[src/sapp_pkg.sv]
`default_nettype none
package sapp_pkg;

    localparam int MAX_FRAME_BYTES = 15;
    localparam int VALUE_SLOTS     = 8;
    localparam int QUEUE_DEPTH     = 2;
    localparam int QUEUE_PTR_W     = $clog2(QUEUE_DEPTH);
    localparam int QUEUE_CNT_W     = $clog2(QUEUE_DEPTH + 1);
    localparam int ACC_W           = 27;
    localparam int WEIGHT_W        = 28;

    localparam logic [3:0] LONG_FRAME_LEN = 4'd15;
    localparam logic [3:0] RESET_FRAME_LEN = 4'd14;

    localparam logic [7:0] CH_CR    = 8'h0D;
    localparam logic [7:0] CH_LF    = 8'h0A;
    localparam logic [7:0] CH_SPACE = 8'h20;
    localparam logic [7:0] CH_PLUS  = 8'h2B;
    localparam logic [7:0] CH_MINUS = 8'h2D;
    localparam logic [7:0] CH_DOT   = 8'h2E;
    localparam logic [7:0] CH_ZERO  = 8'h30;
    localparam logic [7:0] CH_NINE  = 8'h39;
    localparam logic [7:0] CH_L     = 8'h4C;
    localparam logic [7:0] CH_G     = 8'h47;
    localparam logic [7:0] CH_H     = 8'h48;
    localparam logic [7:0] CH_U     = 8'h55;
    localparam logic [7:0] CH_S     = 8'h53;
    localparam logic [7:0] CH_E     = 8'h45;

    localparam logic [3:0] UNIT_UNKNOWN = 4'd0;
    localparam logic [3:0] UNIT_GRAM    = 4'd1;
    localparam logic [3:0] UNIT_CARAT   = 4'd2;
    localparam logic [3:0] UNIT_OUNCE   = 4'd3;
    localparam logic [3:0] UNIT_POUND   = 4'd4;
    localparam logic [3:0] UNIT_TROY_OZ = 4'd5;
    localparam logic [3:0] UNIT_PWT     = 4'd6;
    localparam logic [3:0] UNIT_GRAIN   = 4'd7;
    localparam logic [3:0] UNIT_TAEL    = 4'd8;
    localparam logic [3:0] UNIT_MOMME   = 4'd9;
    localparam logic [3:0] UNIT_TOLA    = 4'd10;
    localparam logic [3:0] UNIT_PERCENT = 4'd11;
    localparam logic [3:0] UNIT_PIECE   = 4'd12;

    localparam logic [1:0] STAT_NONE     = 2'd0;
    localparam logic [1:0] STAT_UNSTABLE = 2'd1;
    localparam logic [1:0] STAT_STABLE   = 2'd2;
    localparam logic [1:0] STAT_LIMIT    = 2'd3;

    localparam logic [ACC_W-1:0] POW10 [VALUE_SLOTS] = '{
        27'd1, 27'd10, 27'd100, 27'd1000,
        27'd10000, 27'd100000, 27'd1000000, 27'd10000000
    };

    typedef logic [VALUE_SLOTS-1:0][7:0] value_chars_t;

    // Classified frame handed from the front to the back
    typedef struct packed {
        logic         neg;
        logic         err;
        logic [3:0]   unit;
        logic [1:0]   status;
        value_chars_t chars;
    } frame_info_t;

    // Side data carried along the arithmetic stages
    typedef struct packed {
        logic       neg;
        logic       err;
        logic [3:0] dp;
        logic [3:0] unit;
        logic [1:0] status;
    } meta_t;

    function automatic logic [3:0] decode_unit(input logic [7:0] a, input logic [7:0] b);
        logic [15:0] pair;
        logic [3:0]  code;
        pair = {a, b};
        case (pair)
            {CH_SPACE, 8'h47}: code = UNIT_GRAM;
            {8'h43, 8'h54}:    code = UNIT_CARAT;
            {8'h4F, 8'h5A}:    code = UNIT_OUNCE;
            {8'h4C, 8'h42}:    code = UNIT_POUND;
            {8'h4F, 8'h54}:    code = UNIT_TROY_OZ;
            {8'h44, 8'h57}:    code = UNIT_PWT;
            {8'h47, 8'h52}:    code = UNIT_GRAIN;
            {8'h54, 8'h4C}:    code = UNIT_TAEL;
            {8'h4D, 8'h4F}:    code = UNIT_MOMME;
            {8'h74, 8'h6F}:    code = UNIT_TOLA;
            {CH_SPACE, 8'h25}: code = UNIT_PERCENT;
            {8'h50, 8'h43}:    code = UNIT_PIECE;
            default:           code = UNIT_UNKNOWN;
        endcase
        return code;
    endfunction

endpackage
`default_nettype wire

[src/sapp_front.sv]
`default_nettype none
module sapp_front (
    input  wire logic                 aclk,
    input  wire logic                 aresetn,
    input  wire logic                 s_tvalid,
    output logic                      s_tready,
    input  wire logic [7:0]           s_tdata,
    input  wire logic                 cfg_wr_en,
    input  wire logic [3:0]           cfg_wr_data,
    input  wire logic                 q_full,
    output logic                      q_push,
    output sapp_pkg::frame_info_t     q_data
);

    logic [7:0] win_reg  [sapp_pkg::MAX_FRAME_BYTES];
    logic [7:0] win_next [sapp_pkg::MAX_FRAME_BYTES];
    logic [3:0] frame_len_reg;
    logic       long_frame;
    logic       accept;
    logic [7:0] sign_ch;
    logic [7:0] rng_ch;
    logic [7:0] st_ch;
    logic       frame_ok;

    assign s_tready   = !q_full;
    assign accept     = s_tvalid && s_tready;
    assign long_frame = (frame_len_reg == sapp_pkg::LONG_FRAME_LEN);

    always_comb begin
        for (int i = 0; i < sapp_pkg::MAX_FRAME_BYTES - 1; i++) begin
            win_next[i] = win_reg[i+1];
        end
        win_next[sapp_pkg::MAX_FRAME_BYTES-1] = s_tdata;
    end

    // Both frame lengths end at the same place in the window
    assign sign_ch = long_frame ? win_next[0] : win_next[1];
    assign rng_ch  = win_next[11];
    assign st_ch   = win_next[12];

    always_comb begin
        frame_ok = (win_next[13] == sapp_pkg::CH_CR) && (win_next[14] == sapp_pkg::CH_LF)
            && ((sign_ch == sapp_pkg::CH_PLUS) || (sign_ch == sapp_pkg::CH_MINUS)
                || (sign_ch == sapp_pkg::CH_SPACE))
            && ((rng_ch == sapp_pkg::CH_L) || (rng_ch == sapp_pkg::CH_G)
                || (rng_ch == sapp_pkg::CH_H) || (rng_ch == sapp_pkg::CH_SPACE))
            && ((st_ch == sapp_pkg::CH_U) || (st_ch == sapp_pkg::CH_S)
                || (st_ch == sapp_pkg::CH_E) || (st_ch == sapp_pkg::CH_SPACE));
    end

    always_comb begin
        q_data.neg  = (sign_ch == sapp_pkg::CH_MINUS);
        q_data.err  = (st_ch == sapp_pkg::CH_E);
        q_data.unit = sapp_pkg::decode_unit(win_next[9], win_next[10]);
        if (st_ch == sapp_pkg::CH_U) begin
            q_data.status = sapp_pkg::STAT_UNSTABLE;
        end else if (st_ch == sapp_pkg::CH_S) begin
            q_data.status = sapp_pkg::STAT_STABLE;
        end else if (st_ch == sapp_pkg::CH_E) begin
            q_data.status = sapp_pkg::STAT_LIMIT;
        end else begin
            q_data.status = sapp_pkg::STAT_NONE;
        end
        for (int k = 0; k < sapp_pkg::VALUE_SLOTS; k++) begin
            q_data.chars[k] = win_next[k+1];
        end
        // Short frames hold the sign in the first slot: treat it as blank
        if (!long_frame) begin
            q_data.chars[0] = sapp_pkg::CH_SPACE;
        end
    end

    assign q_push = accept && frame_ok;

    always_ff @(posedge aclk) begin
        if (!aresetn) begin
            frame_len_reg <= sapp_pkg::RESET_FRAME_LEN;
            for (int i = 0; i < sapp_pkg::MAX_FRAME_BYTES; i++) begin
                win_reg[i] <= 8'd0;
            end
        end else begin
            if (cfg_wr_en) begin
                frame_len_reg <= cfg_wr_data;
            end
            if (accept) begin
                win_reg <= win_next;
            end
        end
    end

endmodule
`default_nettype wire

[src/sapp_fifo.sv]
`default_nettype none
module sapp_fifo (
    input  wire logic                  aclk,
    input  wire logic                  aresetn,
    input  wire logic                  push,
    input  wire sapp_pkg::frame_info_t push_data,
    output logic                       full,
    input  wire logic                  pop,
    output logic                       empty,
    output sapp_pkg::frame_info_t      head
);

    sapp_pkg::frame_info_t mem_reg [sapp_pkg::QUEUE_DEPTH];
    logic [sapp_pkg::QUEUE_PTR_W-1:0] wr_ptr_reg;
    logic [sapp_pkg::QUEUE_PTR_W-1:0] rd_ptr_reg;
    logic [sapp_pkg::QUEUE_CNT_W-1:0] count_reg;
    logic do_push;
    logic do_pop;

    assign full    = (count_reg == sapp_pkg::QUEUE_CNT_W'(sapp_pkg::QUEUE_DEPTH));
    assign empty   = (count_reg == '0);
    assign do_push = push && !full;
    assign do_pop  = pop && !empty;
    assign head    = mem_reg[rd_ptr_reg];

    always_ff @(posedge aclk) begin
        if (do_push) begin
            mem_reg[wr_ptr_reg] <= push_data;
        end
    end

    always_ff @(posedge aclk) begin
        if (!aresetn) begin
            wr_ptr_reg <= '0;
            rd_ptr_reg <= '0;
            count_reg  <= '0;
        end else begin
            if (do_push) begin
                wr_ptr_reg <= wr_ptr_reg + 1'b1;
            end
            if (do_pop) begin
                rd_ptr_reg <= rd_ptr_reg + 1'b1;
            end
            if (do_push && !do_pop) begin
                count_reg <= count_reg + 1'b1;
            end else if (do_pop && !do_push) begin
                count_reg <= count_reg - 1'b1;
            end
        end
    end

endmodule
`default_nettype wire

[src/sapp_back.sv]
`default_nettype none
module sapp_back (
    input  wire logic                  aclk,
    input  wire logic                  aresetn,
    input  wire logic                  q_empty,
    input  wire sapp_pkg::frame_info_t q_head,
    output logic                       q_pop,
    output logic                       m_tvalid,
    input  wire logic                  m_tready,
    output logic [39:0]                m_tdata
);

    localparam int NS = sapp_pkg::VALUE_SLOTS;
    localparam int AW = sapp_pkg::ACC_W;

    logic adv;

    // Stage A: per-slot digit and its decimal exponent
    logic                a_valid_reg;
    sapp_pkg::meta_t     a_meta_reg, a_meta_next;
    logic [3:0]          a_dig_reg [NS];
    logic [3:0]          a_dig_next [NS];
    logic [2:0]          a_exp_reg [NS];
    logic [2:0]          a_exp_next [NS];

    // Stage B: weighted digits
    logic                b_valid_reg;
    sapp_pkg::meta_t     b_meta_reg;
    logic [AW-1:0]       b_prod_reg [NS];

    // Stage C: two partial sums
    logic                c_valid_reg;
    sapp_pkg::meta_t     c_meta_reg;
    logic [AW-1:0]       c_lo_reg;
    logic [AW-1:0]       c_hi_reg;

    // Output register
    logic                          m_valid_reg;
    logic [sapp_pkg::WEIGHT_W-1:0] m_weight_reg, m_weight_next;
    logic [3:0]                    m_dp_reg;
    logic [3:0]                    m_unit_reg;
    logic [1:0]                    m_status_reg;
    logic [AW-1:0]                 acc;

    assign adv   = !m_valid_reg || m_tready;
    assign q_pop = adv && !q_empty;

    always_comb begin
        logic       alive;
        logic       seen_dot;
        logic       first_dot;
        logic [3:0] dp;
        logic [3:0] frac;
        logic [3:0] after;
        logic [3:0] scale;
        logic [3:0] e;
        logic [7:0] c;
        logic       is_dig;
        logic       is_sp;
        logic       is_dot;
        logic [NS-1:0] cnt;
        alive     = 1'b1;
        seen_dot  = 1'b0;
        first_dot = 1'b0;
        dp        = 4'd0;
        frac      = 4'd0;
        cnt       = '0;
        for (int k = 0; k < NS; k++) begin
            c      = q_head.chars[k];
            is_dig = (c >= sapp_pkg::CH_ZERO) && (c <= sapp_pkg::CH_NINE);
            is_sp  = (c == sapp_pkg::CH_SPACE);
            is_dot = (c == sapp_pkg::CH_DOT);
            // Place count follows the first point, even past the end of the number
            if (is_dot && !first_dot) begin
                first_dot = 1'b1;
                dp        = 4'(NS - 1 - k);
            end
            if (alive && !is_sp) begin
                if (is_dig) begin
                    cnt[k] = 1'b1;
                    if (seen_dot) begin
                        frac = frac + 4'd1;
                    end
                end else if (is_dot && !seen_dot) begin
                    seen_dot = 1'b1;
                end else begin
                    alive = 1'b0;
                end
            end
            a_dig_next[k] = cnt[k] ? c[3:0] : 4'd0;
        end
        scale = dp - frac;
        after = 4'd0;
        for (int k = NS - 1; k >= 0; k--) begin
            e             = after + scale;
            a_exp_next[k] = e[2:0];
            if (cnt[k]) begin
                after = after + 4'd1;
            end
        end
        a_meta_next.neg    = q_head.neg;
        a_meta_next.err    = q_head.err;
        a_meta_next.dp     = q_head.err ? 4'd0 : dp;
        a_meta_next.unit   = q_head.unit;
        a_meta_next.status = q_head.status;
    end

    assign acc = c_lo_reg + c_hi_reg;

    always_comb begin
        if (c_meta_reg.err) begin
            m_weight_next = '0;
        end else if (c_meta_reg.neg) begin
            m_weight_next = '0 - {1'b0, acc};
        end else begin
            m_weight_next = {1'b0, acc};
        end
    end

    always_ff @(posedge aclk) begin
        if (adv) begin
            a_meta_reg <= a_meta_next;
            a_dig_reg  <= a_dig_next;
            a_exp_reg  <= a_exp_next;
            b_meta_reg <= a_meta_reg;
            for (int k = 0; k < NS; k++) begin
                b_prod_reg[k] <= AW'({{(AW-4){1'b0}}, a_dig_reg[k]}
                                     * sapp_pkg::POW10[a_exp_reg[k]]);
            end
            c_meta_reg   <= b_meta_reg;
            c_lo_reg     <= b_prod_reg[0] + b_prod_reg[1] + b_prod_reg[2] + b_prod_reg[3];
            c_hi_reg     <= b_prod_reg[4] + b_prod_reg[5] + b_prod_reg[6] + b_prod_reg[7];
            m_weight_reg <= m_weight_next;
            m_dp_reg     <= c_meta_reg.dp;
            m_unit_reg   <= c_meta_reg.unit;
            m_status_reg <= c_meta_reg.status;
        end
    end

    always_ff @(posedge aclk) begin
        if (!aresetn) begin
            a_valid_reg <= 1'b0;
            b_valid_reg <= 1'b0;
            c_valid_reg <= 1'b0;
            m_valid_reg <= 1'b0;
        end else if (adv) begin
            a_valid_reg <= !q_empty;
            b_valid_reg <= a_valid_reg;
            c_valid_reg <= b_valid_reg;
            m_valid_reg <= c_valid_reg;
        end
    end

    assign m_tvalid = m_valid_reg;
    assign m_tdata  = {2'b00, m_status_reg, m_unit_reg, m_dp_reg, m_weight_reg};

endmodule
`default_nettype wire

[src/scale_ascii_packet_parser.sv]
// Channel   Dir  Ports                        Item
// s_        in   s_tvalid s_tready s_tdata    one received byte: tdata[7:0] rx_byte
// m_        out  m_tvalid m_tready m_tdata    one parsed frame (fields at the m_tdata port)
// cfg_      in   cfg_wr_en cfg_wr_data        frame_length, 15 = 15-byte frames, else 14
//
// One byte is taken each cycle while the two-entry frame queue has room.
// A completed frame is classified and queued as its LF byte is taken, then registered in turn
// through digit weighting, digit products, partial sums and the output register on m_.
// Reset (aresetn low, synchronous) clears the byte window to zeros and sets 14-byte frames.
// A stalled m_ side holds the arithmetic stages; the input stalls only once the queue fills.
`default_nettype none
module scale_ascii_packet_parser (
    input  wire logic        aclk,
    input  wire logic        aresetn,
    input  wire logic        s_tvalid,
    output logic             s_tready,
    input  wire logic [7:0]  s_tdata,     // [7:0] rx_byte
    output logic             m_tvalid,
    input  wire logic        m_tready,
    output logic [39:0]      m_tdata,     // [27:0] weight_value, [31:28] decimal_places,
                                          // [35:32] unit_code, [37:36] status_code
    input  wire logic        cfg_wr_en,
    input  wire logic [3:0]  cfg_wr_data
);

    logic                  q_push;
    logic                  q_full;
    logic                  q_pop;
    logic                  q_empty;
    sapp_pkg::frame_info_t q_in;
    sapp_pkg::frame_info_t q_head;

    sapp_front u_front (
        .aclk        (aclk),
        .aresetn     (aresetn),
        .s_tvalid    (s_tvalid),
        .s_tready    (s_tready),
        .s_tdata     (s_tdata),
        .cfg_wr_en   (cfg_wr_en),
        .cfg_wr_data (cfg_wr_data),
        .q_full      (q_full),
        .q_push      (q_push),
        .q_data      (q_in)
    );

    sapp_fifo u_fifo (
        .aclk      (aclk),
        .aresetn   (aresetn),
        .push      (q_push),
        .push_data (q_in),
        .full      (q_full),
        .pop       (q_pop),
        .empty     (q_empty),
        .head      (q_head)
    );

    sapp_back u_back (
        .aclk     (aclk),
        .aresetn  (aresetn),
        .q_empty  (q_empty),
        .q_head   (q_head),
        .q_pop    (q_pop),
        .m_tvalid (m_tvalid),
        .m_tready (m_tready),
        .m_tdata  (m_tdata)
    );

endmodule
`default_nettype wire
[config.mk]
export PLATFORM = sky130hd
export DESIGN_NAME = scale_ascii_packet_parser
export DESIGN_NICKNAME = d
export VERILOG_FILES = /design/src/sapp_pkg.sv /design/src/sapp_front.sv /design/src/sapp_fifo.sv /design/src/sapp_back.sv /design/src/scale_ascii_packet_parser.sv
export SDC_FILE = /design/constraint.sdc
export NUM_CORES = 2
export LEC_CHECK = 0
export BUFFER_PORTS_ARGS = -buffer_cell sky130_fd_sc_hd__buf_2
export CORE_AREA = 10 10 430 432
export DETAILED_ROUTE_END_ITERATION = 10
export DIE_AREA = 0 0 440 442
export PLACE_DENSITY = 0.42
export SETUP_SLACK_MARGIN = 0.2
export SYNTH_ARGS = -nofsm -noshare
export SYNTH_HDL_FRONTEND = slang
export SYNTH_HIERARCHICAL = 1
export SYNTH_SLANG_ARGS = --single-unit
export TNS_END_PERCENT = 1
[constraint.sdc]
create_clock -name aclk -period 24.3 [get_ports aclk]
set_clock_uncertainty 0.2 [all_clocks]
set_input_delay 1.215 -clock aclk [delete_from_list [all_inputs] [get_ports aclk]]
set_output_delay 1.215 -clock aclk [all_outputs]
set_load 0.005 [all_outputs]
==> results.ini <==
[run_status]
status = completed

[route]
via_per_inst = 4.65
first_pass_iters = 5
drtIter0Drc = 1878
drcViolationCount = 0
wl_um = 131000
antenna_left = 0
vias = 33700
routedWlPerCell_um = 18.1

[timing]
max_clock_freq_ghz = 0.113
hold_viol = 0
slew_violations = 0
min_period_over_period_pct = 36.6
rsz0062_at_grt = no
worst_slew_pin_slew_ns = 1.09
fin_crit_ns = 8.88
setup_tns_ns = 0
finalSetupViolCount = 0
slew_headroom_pct = 27.6

[placed_design]
hpwl_um = 101000
gp_congestion = 0.818
io_buffers = 55
place_area_um2 = 53200

[global_route]
grt_max_degree = 142
overflow = 0
grt_pass1_wl_um = 206000
grt_usage_pct = 13.4
antenna_found_initial = 16
grt_pass1_vias = 34600

[final_layout]
final_common_cell = nand2_1
design_area_um2 = 56000
largest_register_ffs = 216
drive_above_1_share_pct = 6.75
area_delta_synth_final_pct = 10.3
final_cell_mix = nand2_1, edfxtp_1, inv_1
n_fill_cell = 18100
fin_nets = 5637

[synth]
netlist_area_um2 = 50800
yosys_warnings = 6
async_flop_share_pct = 0
synth_seq_area_share_pct = 36.9
avgSynthCellArea_um2 = 10.4
ys.flop_type = edfxtp_1
yosysUniqueCellTypes = 97
netlist_instances = 4860
synth_edf_count = 540
synth_seq_cells = 665

[clock_network]
h-tree-depth = 3
numCtsBuffers = 84
clock_path_buffers = 3
postCtsHoldBufs = 0
clk_latency_ns = 0.74
cts_resized = 0
cts_tree = done
clkTransAtPathRegs_ns = 0.06
post-cts-setup-buffers = 0
cts-root-buf = clkbuf_16
cts_sinks = 665

[floorplan]
ios = 59
die_h_um = 442
rows = 154
die_w_um = 440
start_util_pct = 28.9
coreArea_um2 = 176000
fp.dieArea_um2 = 194000

[critical_path]
start_kind = register
cp_max_fo = 72
rr_worst_depth = 26
worst-setup-path-type = register to register
worstPathRequired_ns = 24.57
cp.arrival_ns = 9.15
cp-end-kind = register

[pwr]
power_leakage_uw = 0.0264
power_density_nw_per_um2 = 44.5
vdd_ir_drop_max_mv = 0.0539

[min_path]
hold_class = register to register
hold_path_startpoint = u_back/b_meta_reg[11]$_DFFE_PN_
worst_hold_path.num_cells = 0

[flow_run]
drv_cap = 0

## worst max-delay path: stages (launching register included)
cell and delay (ns):
dfxtp_4 0.33, buf_4 0.75, mux2_2 0.43, or4b_1 0.60, a21oi_1 0.27, or2_2 0.28
and4_1 0.48, mux2i_1 0.24, inv_1 0.09, ha_1 0.28, mux2_2 0.27, ha_1 0.26
mux2_2 0.27, ha_1 0.27, mux2_2 0.28, ha_1 0.28, mux2_2 0.28, ha_1 0.27
mux2_2 0.28, fa_1 0.37, xnor2_1 0.20, xnor2_1 0.15, xnor2_1 0.14, xnor3_2 0.53
xnor3_2 0.47, xnor2_2 0.22, xnor2_1 0.09
## final timing paths
check / end / slack [ns]
max: u_back/a_exp_reg[23]$_DFFE_PN_ / 15.42
min: u_back/c_meta_reg[11]$_DFFE_PN_ / 0.22
max reg2reg: u_back/a_exp_reg[23]$_DFFE_PN_ / 15.42
min reg2reg: u_back/c_meta_reg[11]$_DFFE_PN_ / 0.22
## power breakdown
part / leakage (uW) / internal (uW) / switching (uW)
logic: 0.0179 / 5.56 / 11.9
clock network: 0.00135 / 731 / 528
registers: 0.00711 / 1220 / 1.75
## cells by family after synthesis
group	share of synthesized area, %
fa+ha+maj	25.4
simple gates	15.0
other cells	0.00738
xor+xnor	5.23
compound gates	9.75
mux	2.04
flops	36.9
buf+inv	5.72
## stage by stage
stage          std cells  worst slack [ns]  hold WS, ns  total power [uW]  utilization (%)
2_1_floorplan       4862             14.39        0.200              1250                -
4_1_cts             7231             15.30        0.220              2550             31.9
3_3_place_gp        7077             15.31        0.204              1260             30.3
5_1_grt             7231             14.87        0.221              2590             31.9
3_5_place_dp        7077             15.27        0.205              1260             30.3
6_report            7232             15.42        0.216              2490             31.9
## synth_stat cells (all sizes together), types with 11 or more instances
library cell    n  share of area (%)
nand4          14               0.17
o21bai         29               0.43
a21o           66               0.98
nand2b         52               0.64
a21boi        122                1.8
nor3           45               0.47
edfxtp        540                 32
and3           95                1.2
o21ai         132                1.3
and2          148                1.8
xnor2         211                3.7
a21oi         211                2.1
a31o           11               0.19
mux2           82                1.8
nand3b         19               0.28
inv           487                3.6
clkbuf        127               0.95
a31oi          28               0.34
nor4           13               0.16
ha            405                 10
o21a           47               0.69
o31ai          12               0.18
nand2         570                4.2
buf            81                1.2
nor2b          81                1.0
dfxtp         125                4.9
fa            392                 15
or3            23               0.28
nor2          243                1.8
nand3         182                1.8
xor2           86                1.5
o41ai          15               0.26
mux2i          11               0.22
## final cells by class
| cell class | count | area, um2 | area share [%] |
|---|---|---|---|
| multi-input cells | 3502 | 29200 | 52.1 |
| flip-flops and latches | 665 | 18700 | 33.4 |
| well taps | 2340 | 2930 | 5.23 |
| clock buffers | 109 | 2270 | 4.05 |
| inverters | 487 | 1840 | 3.28 |
| clock inverters | 45 | 543 | 0.970 |
| repair buffers | 83 | 500 | 0.894 |
| diodes | 1 | 2.50 | 0.00447 |
## per-layer routing
metal	share of wire, %	vias up	global-route usage, %
met5	0	-	0
met4	2.6	0	3.83
met3	3.1	158	1.71
met2	46	477	21.3
met1	49	16500	19.0
li1	-	16500	-
Note: power is estimated with default switching activity, not from simulation.
